File: config.mk
export PLATFORM = sky130hd
export DESIGN_NAME = tls_client_hello_field_extractor_core
export DESIGN_NICKNAME = d
export VERILOG_FILES = /design/src/sv/tchfe_pkg.sv /design/src/sv/tchfe_parser.sv /design/src/sv/tchfe_out_queue.sv /design/src/sv/tls_client_hello_field_extractor_core.sv
export SDC_FILE = /design/constraint.sdc
export NUM_CORES = 1
export LEC_CHECK = 0
export BUFFER_PORTS_ARGS = -buffer_cell sky130_fd_sc_hd__buf_2
export CAP_MARGIN = 30
export CORE_MARGIN = 2
export CORE_UTILIZATION = 47
export CTS_BUF_LIST = sky130_fd_sc_hd__clkbuf_2
export DETAILED_ROUTE_END_ITERATION = 10
export PLACE_DENSITY = 0.64
export SYNTH_ARGS = -nofsm -noshare
export SYNTH_HDL_FRONTEND = slang
export SYNTH_SLANG_ARGS = --single-unit
File: constraint.sdc
create_clock -name clk -period 19.1 [get_ports clk]
set_clock_uncertainty 0.2 [all_clocks]
set_input_delay 2.865 -clock clk [delete_from_list [all_inputs] [get_ports clk]]
set_output_delay 2.865 -clock clk [all_outputs]
set_load 0.01 [all_outputs]
File: src/sv/tchfe_pkg.sv
// ----------------------------------------------------------------------------
// tchfe_pkg
// Shared types and constants for the ClientHello field extractor.
// ----------------------------------------------------------------------------
package tchfe_pkg;

  localparam logic [15:0] EXT_SNI    = 16'h0000;
  localparam logic [15:0] EXT_ALPN   = 16'h0010;
  localparam logic [15:0] EXT_SIGALG = 16'h000d;
  localparam logic [15:0] EXT_VERS   = 16'h002b;
  localparam logic [15:0] RANDOM_LEN = 16'd32;
  localparam logic [7:0]  ASCII_ZERO = 8'd48;

  localparam logic [2:0] KIND_CIPHER = 3'd0;
  localparam logic [2:0] KIND_EXT    = 3'd1;
  localparam logic [2:0] KIND_SIGALG = 3'd2;
  localparam logic [2:0] KIND_OK     = 3'd3;
  localparam logic [2:0] KIND_BAD    = 3'd4;

  // One result record.
  typedef struct packed {
    logic        end_of_message;
    logic [13:0] extension_total;
    logic [14:0] cipher_total;
    logic [7:0]  alpn_last_char;
    logic [7:0]  alpn_first_char;
    logic        alpn_present;
    logic        sni_present;
    logic        quic_flag;
    logic [15:0] top_version;
    logic        in_hash_list;
    logic [15:0] code;
    logic [2:0]  kind;
  } rec_t;

  // Up to two records caused by one byte.
  typedef struct packed {
    logic  v0;
    logic  v1;
    rec_t  r0;
    rec_t  r1;
  } recs_t;

  function automatic logic is_grease(input logic [15:0] v);
    return (v[11:8] == 4'ha) && (v[15:8] == v[7:0]);
  endfunction

endpackage

File: src/sv/tchfe_parser.sv
// ----------------------------------------------------------------------------
// tchfe_parser
// Byte-wise ClientHello parse state; registered input byte in, records out.
// ----------------------------------------------------------------------------
module tchfe_parser (
  input  logic                clk,
  input  logic                rst_n,
  input  logic                step,
  input  logic [7:0]          b,
  input  logic                quic,
  input  logic                fin,
  output tchfe_pkg::recs_t    recs
);

  typedef enum logic [3:0] {
    PH_LEG_HI, PH_LEG_LO, PH_RANDOM, PH_SID_LEN, PH_SID_BODY, PH_CS_HI,
    PH_CS_LO, PH_CS_BODY, PH_CM_LEN, PH_CM_BODY, PH_EX_HI, PH_EX_LO,
    PH_EX_HDR, PH_EX_BODY, PH_DONE, PH_BAD
  } phase_t;

  phase_t      ph_r, ph_nxt;
  logic [15:0] fr_r, fr_nxt, ebr_r, ebr_nxt, typ_r, typ_nxt, len_r, len_nxt;
  logic [15:0] off_r, off_nxt, best_r, best_nxt, leg_r, leg_nxt;
  logic [7:0]  held_r, held_nxt, aln_r, aln_nxt, af_r, af_nxt, al_r, al_nxt;
  logic        sv_r, sv_nxt, av_r, av_nxt, sni_r, sni_nxt, ve_r, ve_nxt;
  logic [14:0] cc_r, cc_nxt;
  logic [13:0] ec_r, ec_nxt;
  logic [15:0] word, o1;
  logic [16:0] pair2, b3, fr2, aend;
  tchfe_pkg::rec_t r0, r1, sm;
  logic v0;

  assign word  = {held_r, b};
  assign pair2 = {1'b0, word} + 17'd2;
  assign b3    = {9'd0, b} + 17'd3;
  assign fr2   = {1'b0, fr_r} + 17'd2;
  assign aend  = 17'd2 + {9'd0, aln_r};

  always_comb begin
    ph_nxt = ph_r; fr_nxt = fr_r; ebr_nxt = ebr_r; typ_nxt = typ_r;
    len_nxt = len_r; off_nxt = off_r; best_nxt = best_r; leg_nxt = leg_r;
    held_nxt = held_r; aln_nxt = aln_r; af_nxt = af_r; al_nxt = al_r;
    sv_nxt = sv_r; av_nxt = av_r; sni_nxt = sni_r; ve_nxt = ve_r;
    cc_nxt = cc_r; ec_nxt = ec_r; o1 = off_r + 16'd1;
    r0 = '0; v0 = 1'b0;
    case (ph_r)
      PH_LEG_HI: begin held_nxt = b; ph_nxt = PH_LEG_LO; end
      PH_LEG_LO: begin leg_nxt = word; fr_nxt = tchfe_pkg::RANDOM_LEN; ph_nxt = PH_RANDOM; end
      PH_RANDOM, PH_SID_BODY, PH_CM_BODY: begin
        fr_nxt = fr_r - 16'd1;
        if (fr_r == 16'd1) begin
          ph_nxt = (ph_r == PH_RANDOM) ? PH_SID_LEN :
                   (ph_r == PH_SID_BODY) ? PH_CS_HI : PH_EX_HI;
        end
      end
      PH_SID_LEN: begin
        fr_nxt = {8'd0, b}; ph_nxt = (b != 8'd0) ? PH_SID_BODY : PH_CS_HI;
      end
      PH_CM_LEN: begin
        fr_nxt = {8'd0, b}; ph_nxt = (b != 8'd0) ? PH_CM_BODY : PH_EX_HI;
      end
      PH_CS_HI, PH_EX_HI: begin
        held_nxt = b; ph_nxt = (ph_r == PH_CS_HI) ? PH_CS_LO : PH_EX_LO;
      end
      PH_CS_LO: begin
        fr_nxt = word;
        if (word[0]) ph_nxt = PH_BAD;
        else ph_nxt = (word != 16'd0) ? PH_CS_BODY : PH_CM_LEN;
      end
      PH_CS_BODY: begin
        if (!fr_r[0]) held_nxt = b;
        else if (!tchfe_pkg::is_grease(word)) begin
          cc_nxt = cc_r + 15'd1;
          r0.kind = tchfe_pkg::KIND_CIPHER; r0.code = word; v0 = 1'b1;
        end
        fr_nxt = fr_r - 16'd1;
        if (fr_r == 16'd1) ph_nxt = PH_CM_LEN;
      end
      PH_EX_LO: begin
        ebr_nxt = word;
        if (word >= 16'd4) begin ph_nxt = PH_EX_HDR; off_nxt = '0; end
        else ph_nxt = PH_DONE;
      end
      PH_EX_HDR: begin
        if (off_r == 16'd1) typ_nxt = word;
        if (off_r == 16'd3) len_nxt = word;
        held_nxt = b;
        ebr_nxt = ebr_r - 16'd1;
        off_nxt = o1;
        if (o1 == 16'd4) begin
          off_nxt = '0;
          if (len_nxt > ebr_nxt) ph_nxt = PH_BAD;
          else begin
            if (!tchfe_pkg::is_grease(typ_r)) begin
              ec_nxt = ec_r + 14'd1;
              if (typ_r == tchfe_pkg::EXT_SNI) sni_nxt = 1'b1;
              r0.kind = tchfe_pkg::KIND_EXT; r0.code = typ_r; v0 = 1'b1;
              r0.in_hash_list = (typ_r != tchfe_pkg::EXT_SNI) &&
                                (typ_r != tchfe_pkg::EXT_ALPN);
            end
            if (len_nxt == 16'd0) begin
              if (ebr_nxt >= 16'd4) ph_nxt = PH_EX_HDR;
              else ph_nxt = PH_DONE;
            end else ph_nxt = PH_EX_BODY;
          end
        end
      end
      PH_EX_BODY: begin
        if (typ_r == tchfe_pkg::EXT_ALPN) begin
          if (off_r == 16'd2) begin
            if (b != 8'd0 && b3 <= {1'b0, len_r}) begin
              aln_nxt = b; av_nxt = 1'b1;
            end else aln_nxt = '0;
          end
          if (aln_r != 8'd0 && off_r == 16'd3) af_nxt = b;
          if (aln_r != 8'd0 && {1'b0, off_r} == aend) al_nxt = b;
        end else if (typ_r == tchfe_pkg::EXT_SIGALG) begin
          if (off_r == 16'd1) begin
            sv_nxt = (pair2 <= {1'b0, len_r}) && !word[0];
            fr_nxt = word;
          end else if (off_r >= 16'd2 && off_r[0] && sv_r && {1'b0, off_r} < fr2) begin
            if (!tchfe_pkg::is_grease(word)) begin
              r0.kind = tchfe_pkg::KIND_SIGALG; r0.code = word; v0 = 1'b1;
            end
          end
        end else if (typ_r == tchfe_pkg::EXT_VERS) begin
          if (off_r == 16'd0) ve_nxt = 1'b1;
          if (off_r >= 16'd2 && !off_r[0] && !tchfe_pkg::is_grease(word) && word > best_r)
            best_nxt = word;
        end
        held_nxt = b;
        off_nxt = o1;
        ebr_nxt = ebr_r - 16'd1;
        if (o1 >= len_r) begin
          if (ebr_nxt >= 16'd4) begin ph_nxt = PH_EX_HDR; off_nxt = '0; end
          else ph_nxt = PH_DONE;
        end
      end
      PH_DONE: if (ebr_r != 16'd0) ebr_nxt = ebr_r - 16'd1;
      default: ;
    endcase
  end

  always_comb begin
    sm = '0;
    sm.end_of_message = 1'b1;
    if (ph_nxt == PH_DONE && ebr_nxt == 16'd0) begin
      sm.kind = tchfe_pkg::KIND_OK;
      sm.top_version = (ve_nxt && best_nxt != 16'd0) ? best_nxt : leg_nxt;
      sm.quic_flag = quic;
      sm.sni_present = sni_nxt;
      sm.alpn_present = av_nxt;
      sm.alpn_first_char = af_nxt;
      sm.alpn_last_char = al_nxt;
      sm.cipher_total = cc_nxt;
      sm.extension_total = ec_nxt;
    end else sm.kind = tchfe_pkg::KIND_BAD;
    r1 = sm;
    recs.v0 = v0 | fin;
    recs.v1 = v0 & fin;
    recs.r0 = v0 ? r0 : sm;
    recs.r1 = r1;
  end

  always_ff @(posedge clk) begin
    if (!rst_n || (step && fin)) begin
      ph_r <= PH_LEG_HI; fr_r <= '0; ebr_r <= '0; held_r <= '0; typ_r <= '0;
      len_r <= '0; off_r <= '0; sv_r <= 1'b0; aln_r <= '0;
      af_r <= tchfe_pkg::ASCII_ZERO; al_r <= tchfe_pkg::ASCII_ZERO;
      av_r <= 1'b0; sni_r <= 1'b0; ve_r <= 1'b0; best_r <= '0; leg_r <= '0;
      cc_r <= '0; ec_r <= '0;
    end else if (step) begin
      ph_r <= ph_nxt; fr_r <= fr_nxt; ebr_r <= ebr_nxt; held_r <= held_nxt;
      typ_r <= typ_nxt; len_r <= len_nxt; off_r <= off_nxt; sv_r <= sv_nxt;
      aln_r <= aln_nxt; af_r <= af_nxt; al_r <= al_nxt; av_r <= av_nxt;
      sni_r <= sni_nxt; ve_r <= ve_nxt; best_r <= best_nxt; leg_r <= leg_nxt;
      cc_r <= cc_nxt; ec_r <= ec_nxt;
    end
  end

endmodule

File: src/sv/tchfe_out_queue.sv
// ----------------------------------------------------------------------------
// tchfe_out_queue
// Four-entry result queue; takes up to two records a cycle, gives one when out_ready is high.
// ----------------------------------------------------------------------------
module tchfe_out_queue (
  input  logic                         clk,
  input  logic                         rst_n,
  input  logic                         push,
  input  tchfe_pkg::recs_t             recs,
  output logic                         room,
  output logic                         out_valid,
  input  logic                         out_ready,
  output tchfe_pkg::rec_t              out_rec
);

  tchfe_pkg::rec_t mem_r [4];
  logic [1:0] rd_r, wr_r;
  logic [2:0] cnt_r, cnt_nxt, fill;
  logic       pop, p0, p1;

  assign out_valid = cnt_r != 3'd0;
  assign pop  = out_valid && out_ready;
  assign p0   = push && recs.v0;
  assign p1   = push && recs.v1;
  // count the records landing this cycle: a new byte may add two more
  assign fill = cnt_r + {2'd0, p0} + {2'd0, p1};
  assign room = fill <= 3'd2;
  assign out_rec = mem_r[rd_r];
  assign cnt_nxt = fill - {2'd0, pop};

  always_ff @(posedge clk) begin
    if (!rst_n) begin
      rd_r <= '0; wr_r <= '0; cnt_r <= '0;
    end else begin
      if (pop) rd_r <= rd_r + 2'd1;
      wr_r <= wr_r + {1'b0, p0} + {1'b0, p1};
      cnt_r <= cnt_nxt;
    end
    if (p0) mem_r[wr_r] <= recs.r0;
    if (p1) mem_r[wr_r + 2'd1] <= recs.r1;
  end

endmodule

File: src/sv/tls_client_hello_field_extractor_core.sv
// ----------------------------------------------------------------------------
// tls_client_hello_field_extractor_core
// Streams a ClientHello body and emits cipher, extension and sigalg records.
// ----------------------------------------------------------------------------
// Input channel in_*: one body byte per word, in_tlast on the final byte.
// Output channel out_*: one record per word; out_tuser holds the kind and
// out_tlast marks the summary.
// A byte is registered on accept and parsed in the next cycle, when its
// records enter a four-entry queue; they reach out_* from there, behind any
// records already queued. One byte is taken every cycle while the queue,
// counting the records of the byte being parsed, holds two or fewer records;
// a final byte with a record of its own adds two.
// Throughput: one byte per cycle, limited by the one-record-per-cycle
// output port when records are dense.
// Reset clears the parse state and empties the queue; the summary word also
// returns the parser to its reset state for the next message.
// When the receiver stalls, records wait in the queue and in_tready drops
// once the queue can no longer take two more records.
// ----------------------------------------------------------------------------
module tls_client_hello_field_extractor_core (
  input  logic         clk,
  input  logic         rst_n,
  input  logic         in_tvalid,
  output logic         in_tready,
  input  logic [7:0]   in_tdata,   // data_byte
  input  logic         in_tuser,   // is_quic
  input  logic         in_tlast,   // final_byte
  output logic         out_tvalid,
  input  logic         out_tready,
  // code[15:0], in_hash_list[16], top_version[32:17], quic_flag[33],
  // sni_present[34], alpn_present[35], alpn_first_char[43:36],
  // alpn_last_char[51:44], cipher_total[66:52], extension_total[80:67], pad
  output logic [87:0]  out_tdata,
  output logic [2:0]   out_tuser,  // kind
  output logic         out_tlast   // end_of_message
);

  logic       v_r;
  logic [7:0] b_r;
  logic       q_r, f_r, room;
  tchfe_pkg::recs_t recs;
  tchfe_pkg::rec_t  rec;

  assign in_tready = room;

  always_ff @(posedge clk) begin
    if (!rst_n) v_r <= 1'b0;
    else v_r <= in_tvalid && in_tready;
    if (in_tvalid && in_tready) begin
      b_r <= in_tdata; q_r <= in_tuser; f_r <= in_tlast;
    end
  end

  tchfe_parser u_parser (
    .clk(clk), .rst_n(rst_n), .step(v_r), .b(b_r), .quic(q_r), .fin(f_r),
    .recs(recs)
  );

  // room counts the records of the byte being parsed
  tchfe_out_queue u_queue (
    .clk(clk), .rst_n(rst_n), .push(v_r), .recs(recs), .room(room),
    .out_valid(out_tvalid), .out_ready(out_tready), .out_rec(rec)
  );

  assign out_tdata = {7'd0, rec.extension_total, rec.cipher_total, rec.alpn_last_char,
                      rec.alpn_first_char, rec.alpn_present, rec.sni_present,
                      rec.quic_flag, rec.top_version, rec.in_hash_list, rec.code};
  assign out_tuser = rec.kind;
  assign out_tlast = rec.end_of_message;

endmodule

-- After elaboration in Yosys (flattened, before gate mapping)
Memories as Yosys holds them, arrays and structs flattened. A register that Yosys moved wholly into a read port is not among the register bits.
Cells that the tools add are included.
- logic and storage cells: 239
- memory bits (writable): 340
- register bits after elaboration: 199
- memories kept: 1
- equality and inequality tests: 34
- mux-type cells: 97
- magnitude comparators: 10
- add/sub/neg operators: 16
- bitwise logic cells: 3
- reduce and logical (&&, ||, !) cells: 53
- memory list (name ; words ; bits a word ; read ports ; clocked after memory_dff ; wr ports ; line ; source):
    u_queue.mem_r ; 4 ; 85 ; 1 ; 1 ; 2 ; tchfe_out_queue.sv:16 ; tchfe_pkg::rec_t mem_r [4];
- operator list (cell ; number):
    16-bit 2-to-1 mux ; 17
    19-bit 2-to-1 mux ; 7
    16-bit case mux with 3 select lines ; 2
    85-bit 2-to-1 mux ; 1
    16-bit case mux with 5 select lines ; 1
    16-bit logical NOT ; 4
    64-bit 2-to-1 mux ; 1
    8-bit 2-to-1 mux ; 8
    16-bit nonzero test ; 4
    20-bit 2-to-1 mux ; 3
    19-bit case mux with 3 select lines ; 1
    14-bit 2-to-1 mux ; 4
    15-bit 2-to-1 mux ; 3
    4-bit 2-to-1 mux ; 11
    4-bit case mux with 11 select lines ; 1
    4-bit == test (second input constant) ; 10
    16-bit by 2-bit adder with 17-bit output (second input constant) ; 2
    17-bit by 16-bit <= comparator with 1-bit output ; 2
    16-bit by 1-bit == test with 1-bit output (second input constant) ; 2
    16-bit by 2-bit == test with 1-bit output (second input constant) ; 2
    16-bit by 3-bit >= comparator with 1-bit output (second input constant) ; 2
    16-bit > comparator ; 2
    16-bit by 1-bit subtractor with 16-bit output (second input constant) ; 2
    1-bit 2-to-1 mux ; 29
    48 further kinds ; 92

-- Depth between registers and ports, before layout
- depth after elaboration: 15
- mapped depth: 24

-- Hierarchy
From an unflattened synthesis, not the netlist that was laid out.
- cell total of the unflattened synthesis: 2913
- area total of the unflattened synthesis: 32159.6 um^2
- by module, submodules not included (module ; seq. area each (um^2) ; times used ; cells each ; area each (um^2)):
    tchfe_out_queue ; 10390.0 ; 1 ; 876 ; 17221.5
    tchfe_parser ; 3623.5 ; 1 ; 2016 ; 14549.0
    tls_client_hello_field_extractor_core ; 320.3 ; 1 ; 21 ; 389.1

-- Worst setup path before layout
Ideal clock, no wire load.
- kind: register -> output
- start: register u_parser.off_r[7]
- end: output port in_tready
- path buffers: 4
- arrival time: 4.881 ns
- setup slack: 11.154 ns
- data required time: 16.035 ns
- stages on the path, launching flop included: 22
- path through: dfxtp_1 -> clkbuf_1 -> or4_1 -> nor4b_2 -> and3_1 -> buf_2 -> clkbuf_1 -> nand2_1 -> o21ai_0 -> ha_1 -> a41o_1 -> a21oi_1 -> o221ai_1 -> nor2b_1 -> nor4_2 -> nand2b_1 -> clkbuf_1 -> nand2_1 -> inv_1 -> fa_1 -> ha_1 -> a21oi_1
- cells in the longest elaborated chain, start to end: 14
- RTL lines (item ; line ; source):
    from (decl) ; tchfe_parser.sv:23 ; logic [15:0] off_r, off_nxt, best_r, best_nxt, leg_r, leg_nxt;
    from (signal assigned) ; tchfe_parser.sv:174 ; typ_r <= typ_nxt; len_r <= len_nxt; off_r <= off_nxt; sv_r <= sv_nxt;
    branches (longest 8 deep; another with 16-bit > comparator) ; n/a ;
    1-bit case mux with 3 select lines (*) ; tchfe_parser.sv:46 ; case (ph_r)
    1-bit OR ; tchfe_parser.sv:159 ; recs.v0 = v0 | fin;
    1-bit logical AND ; tchfe_out_queue.sv:23 ; assign p0 = push && recs.v0;
    3-bit by 1-bit adder with 3-bit output ; tchfe_out_queue.sv:26 ; assign fill = cnt_r + {2'd0, p0} + {2'd0, p1};
    3-bit by 1-bit adder with 3-bit output (*) ; tchfe_out_queue.sv:26 ;
    3-bit by 2-bit <= comparator with 1-bit output (*) ; tchfe_out_queue.sv:27 ; assign room = fill <= 3'd2;
    to (decl) ; tls_client_hello_field_extractor_core.sv:24 ; output logic in_tready,
Every way passes the cells marked *. The select of a mux whose other input is x is not followed.

-- Worst setup path in the final report
Ends and elaborated chain as after synthesis.

==> run_results.csv <==
group,metric,value,unit
run_status,status,"finished clean",
critical_path,critical_path_class,"reg -> out",
placed_design,hpwl,53700,um
timing,min_period,10.11,ns
global_route,met1_usage,35.7,%
cts,cts_buffers,144,
synthesis,ys_async_sr_fraction,0,%
timing,finalHoldViolCount,0,
power_and_ir_drop,p_leak,0.0109,uW
synthesis,yosysSeqAreaShare,47.2,%
floorplan,fp-row-count,90,
global_route,grt_pass1_vias,22800,
synthesis,synth_most_common_cell,"nor3_1",
cts,ctsResizeCount,0,
routing,drcViolationCount,0,
synthesis,yosys-top-cells-area,"edfxtp_1, dfxtp_1, mux4_2, nor3_1, ha_1",
layout,ff_latch_area,13600,um2
global_route,grt_pass1_wl,132000,um
synthesis,netlist_area,28800,um2
min_path,min_from,"u_parser.leg_r[0]",
synthesis,yosysTopAreaCellShare,29.0,%
cts,cts_tree,"built",
timing,finalSetupViolations,0,
layout,final_area,31400,um2
global_route,antenna_found_initial,2,
critical_path,crit_path_cell_trace,"or4_1 > nor4b_2 > and3_1 > clkbuf_16 > nand2_1 > o21ai_0 > ha_1 > nand4_1 > nor4_1 > or3_1 > a21oi_1 > nor4_4 > buf_4 > nor2_1 > o21ai_0 > fa_1 > ha_1 > xor2_1 > a21oi_1 > buf_2",
routing,wl,85300,um
global_route,grt_usage,26.9,%
synthesis,synth_common_cells,"nor3_1, edfxtp_1, nor2_1, dfxtp_1, nand2_1",
routing,wl_per_cell,22.2,um
floorplan,core-area,60500,um2
critical_path,r2r-start,"u_parser.off_r[7]",
synthesis,synth_edf_count,278,
synthesis,yosysWarnings,0,
critical_path,critPathMaxStageDelay,0.61,ns
routing,drt_first_iter_violations,2109,
placed_design,placed_area,29800,um2
synthesis,ys.flop_type,"edfxtp_1",
cts,clk_latency,1.34,ns
synthesis,avgSynthCellArea,10.0,um2
floorplan,die_area,63300,um2
layout,layout.nets,3065,
routing,vias,23400,
critical_path,required,16.03,ns
timing,drv_slew,0,
floorplan,die-width,252,um
layout,drive_gt1_share,17.6,%
routing,ant_nets,0,
layout,n_fill_cell,5513,
floorplan,initial_core_util,47.7,%
timing,fin_crit_sh,52.9,%
timing,fmax,98.9,MHz
run,maxCapViolCount,0,
synthesis,synth_cell_types,85,
floorplan,die_h,252,um
placed_design,io_buffers,100,
power_and_ir_drop,peakVddDrop,0.0000533,V
cts,clockBufferDepth,3,
synthesis,yosysTopAreaCell,"edfxtp_1",
critical_path,critPathLaunchType,"register",
global_route,met2_usage,43.0,%
global_route,grt_overflow,0,
cts,post_cts_buffers,0,
cts,cts.clk_slew.worst_paths,0.10,ns
power_and_ir_drop,power_density,87.9,nW/um2
critical_path,worstSetupStartpoint,"u_parser.off_r[7]",
synthesis,synth_cells,2876,
critical_path,crit_slowest_cell,"or4_1",
min_path,hold_path.class,"reg -> reg",
layout,syn2layout_area_growth,8.83,%
timing,grt_setup_unrepaired,"no",
timing,max_slew_margin,32.3,%
global_route,grt.busiest_layer,"met2",
cts,clockRootBuffer,"clkbuf_2",
timing,whs,0.260,ns
routing,first_pass_iters,6,
critical_path,cp_max_fo,32,
routing,viasPerCell,6.10,
timing,fin_setup_tns,0,ns
global_route,grt_max_degree,113,
placed_design,place_congestion,1.00,
critical_path,crit_path_end_kind,"output port",
cts,cts_sinks,541,
critical_path,critPathArrivalTime,7.05,ns
layout,multi_input_area,14000,um2
cts,hold_buffers,0,
floorplan,ios,108,
cts,htree_levels,4,
synthesis,yosys_register_bits,541,
global_route,grtUsageMet3,5.13,%
timing,worst_slew_pin_slew,1.01,ns
==> per-stage QoR <==
step                      util, %  worst slack, ns  instances  power [uW]
after global routing         51.9             8.58       3838        2890
after detailed placement     49.4             9.86       3569        1930
after floorplan                 -            11.15       2882        1730
final                        51.9             8.99       3840        2760
after CTS                    51.6             8.40       3830        2770
after global placement       49.3            10.09       3565        1920
==> final timing paths <==
path | cells after the start | to | slack [ns]
worst max-delay path | 20 | in_tready | 8.99
worst max register to register | 19 | u_queue.mem_r[3][38] | 11.80
worst min register to register | 2 | u_parser.leg_r[0] | 0.26
worst min-delay path | 2 | u_parser.leg_r[0] | 0.26
==> metal layers <==
| layer | routed length, um | share of wire, % | vias up |
|---|---|---|---|
| li1 | - | - | 10900 |
| met1 | 36900 | 43 | 11500 |
| met2 | 40100 | 47 | 829 |
| met3 | 5370 | 6.3 | 186 |
| met4 | 2940 | 3.4 | 0 |
| met5 | 0 | 0 | - |
==> state kept, by name, indices dropped and copies added, names as in the netlist, 14 cells and up, named ones only <==
name / flops
u_parser.typ_r: 16
u_parser.ec_r: 14
u_parser.best_r: 16
u_parser.ebr_r: 16
u_parser.fr_r: 16
u_parser.leg_r: 16
u_parser.off_r: 16
u_parser.cc_r: 15
u_queue.mem_r: 340
u_parser.len_r: 16
==> cell usage in the layout, fill, tap and decap left out, types with 27 or more instances in the layout <==
cell type  instances
nand4_1           49
a211oi_1          64
buf_4             51
a21oi_1          135
mux2i_1           52
xor2_1            61
clkinv_1          33
a22oi_1           43
buf_2            101
edfxtp_1         278
o21ai_0           87
mux4_2            85
nand2_1          223
clkbuf_2         224
nor2_1           264
xnor2_1           79
ha_1             109
inv_1             74
nor3_1           305
nand3_1           59
dfxtp_1          260
nor4_1            32
and3_1            27
==> final cells by class <==
cell class	count	area share (%)
Timing Repair Buffer	162	3.53
Multi-Input combinational cell	2010	44.6
Sequential cell	541	43.4
Antenna cell	3	0.0239
Clock buffer	224	3.57
Clock inverter	37	0.726
Inverter	81	0.969
Tap cell	782	3.12
==> power breakdown <==
part | internal (uW) | switching (uW) | total, uW
Sequential | 1270 | 55.8 | 1320
Clock | 339 | 506 | 846
Combinational | 239 | 347 | 586
==> logic make-up after synthesis <==
logic type | Yosys count | share of synthesized area, %
mux | 140 | 8.57
other cells | 1 | 0.0130
fa+ha+maj | 111 | 4.87
flops | 541 | 47.2
simple gates | 1084 | 18.1
xor+xnor | 140 | 4.25
compound gates | 528 | 12.5
buf+inv | 331 | 4.53
==> worst max-delay path, delay by kind of cell (launching register included) <==
| kind | cells | cell delay [ns] |
|---|---|---|
| buffers and inverters | 3 | 0.67 |
| adder cells (fa/ha/maj) | 3 | 1.00 |
| XOR/XNOR | 1 | 0.18 |
| AO/OA/AOI/OAI | 4 | 0.96 |
| flip-flops | 1 | 0.43 |
| AND/OR/NAND/NOR | 9 | 2.44 |
Power figures use the tool's default switching activity.
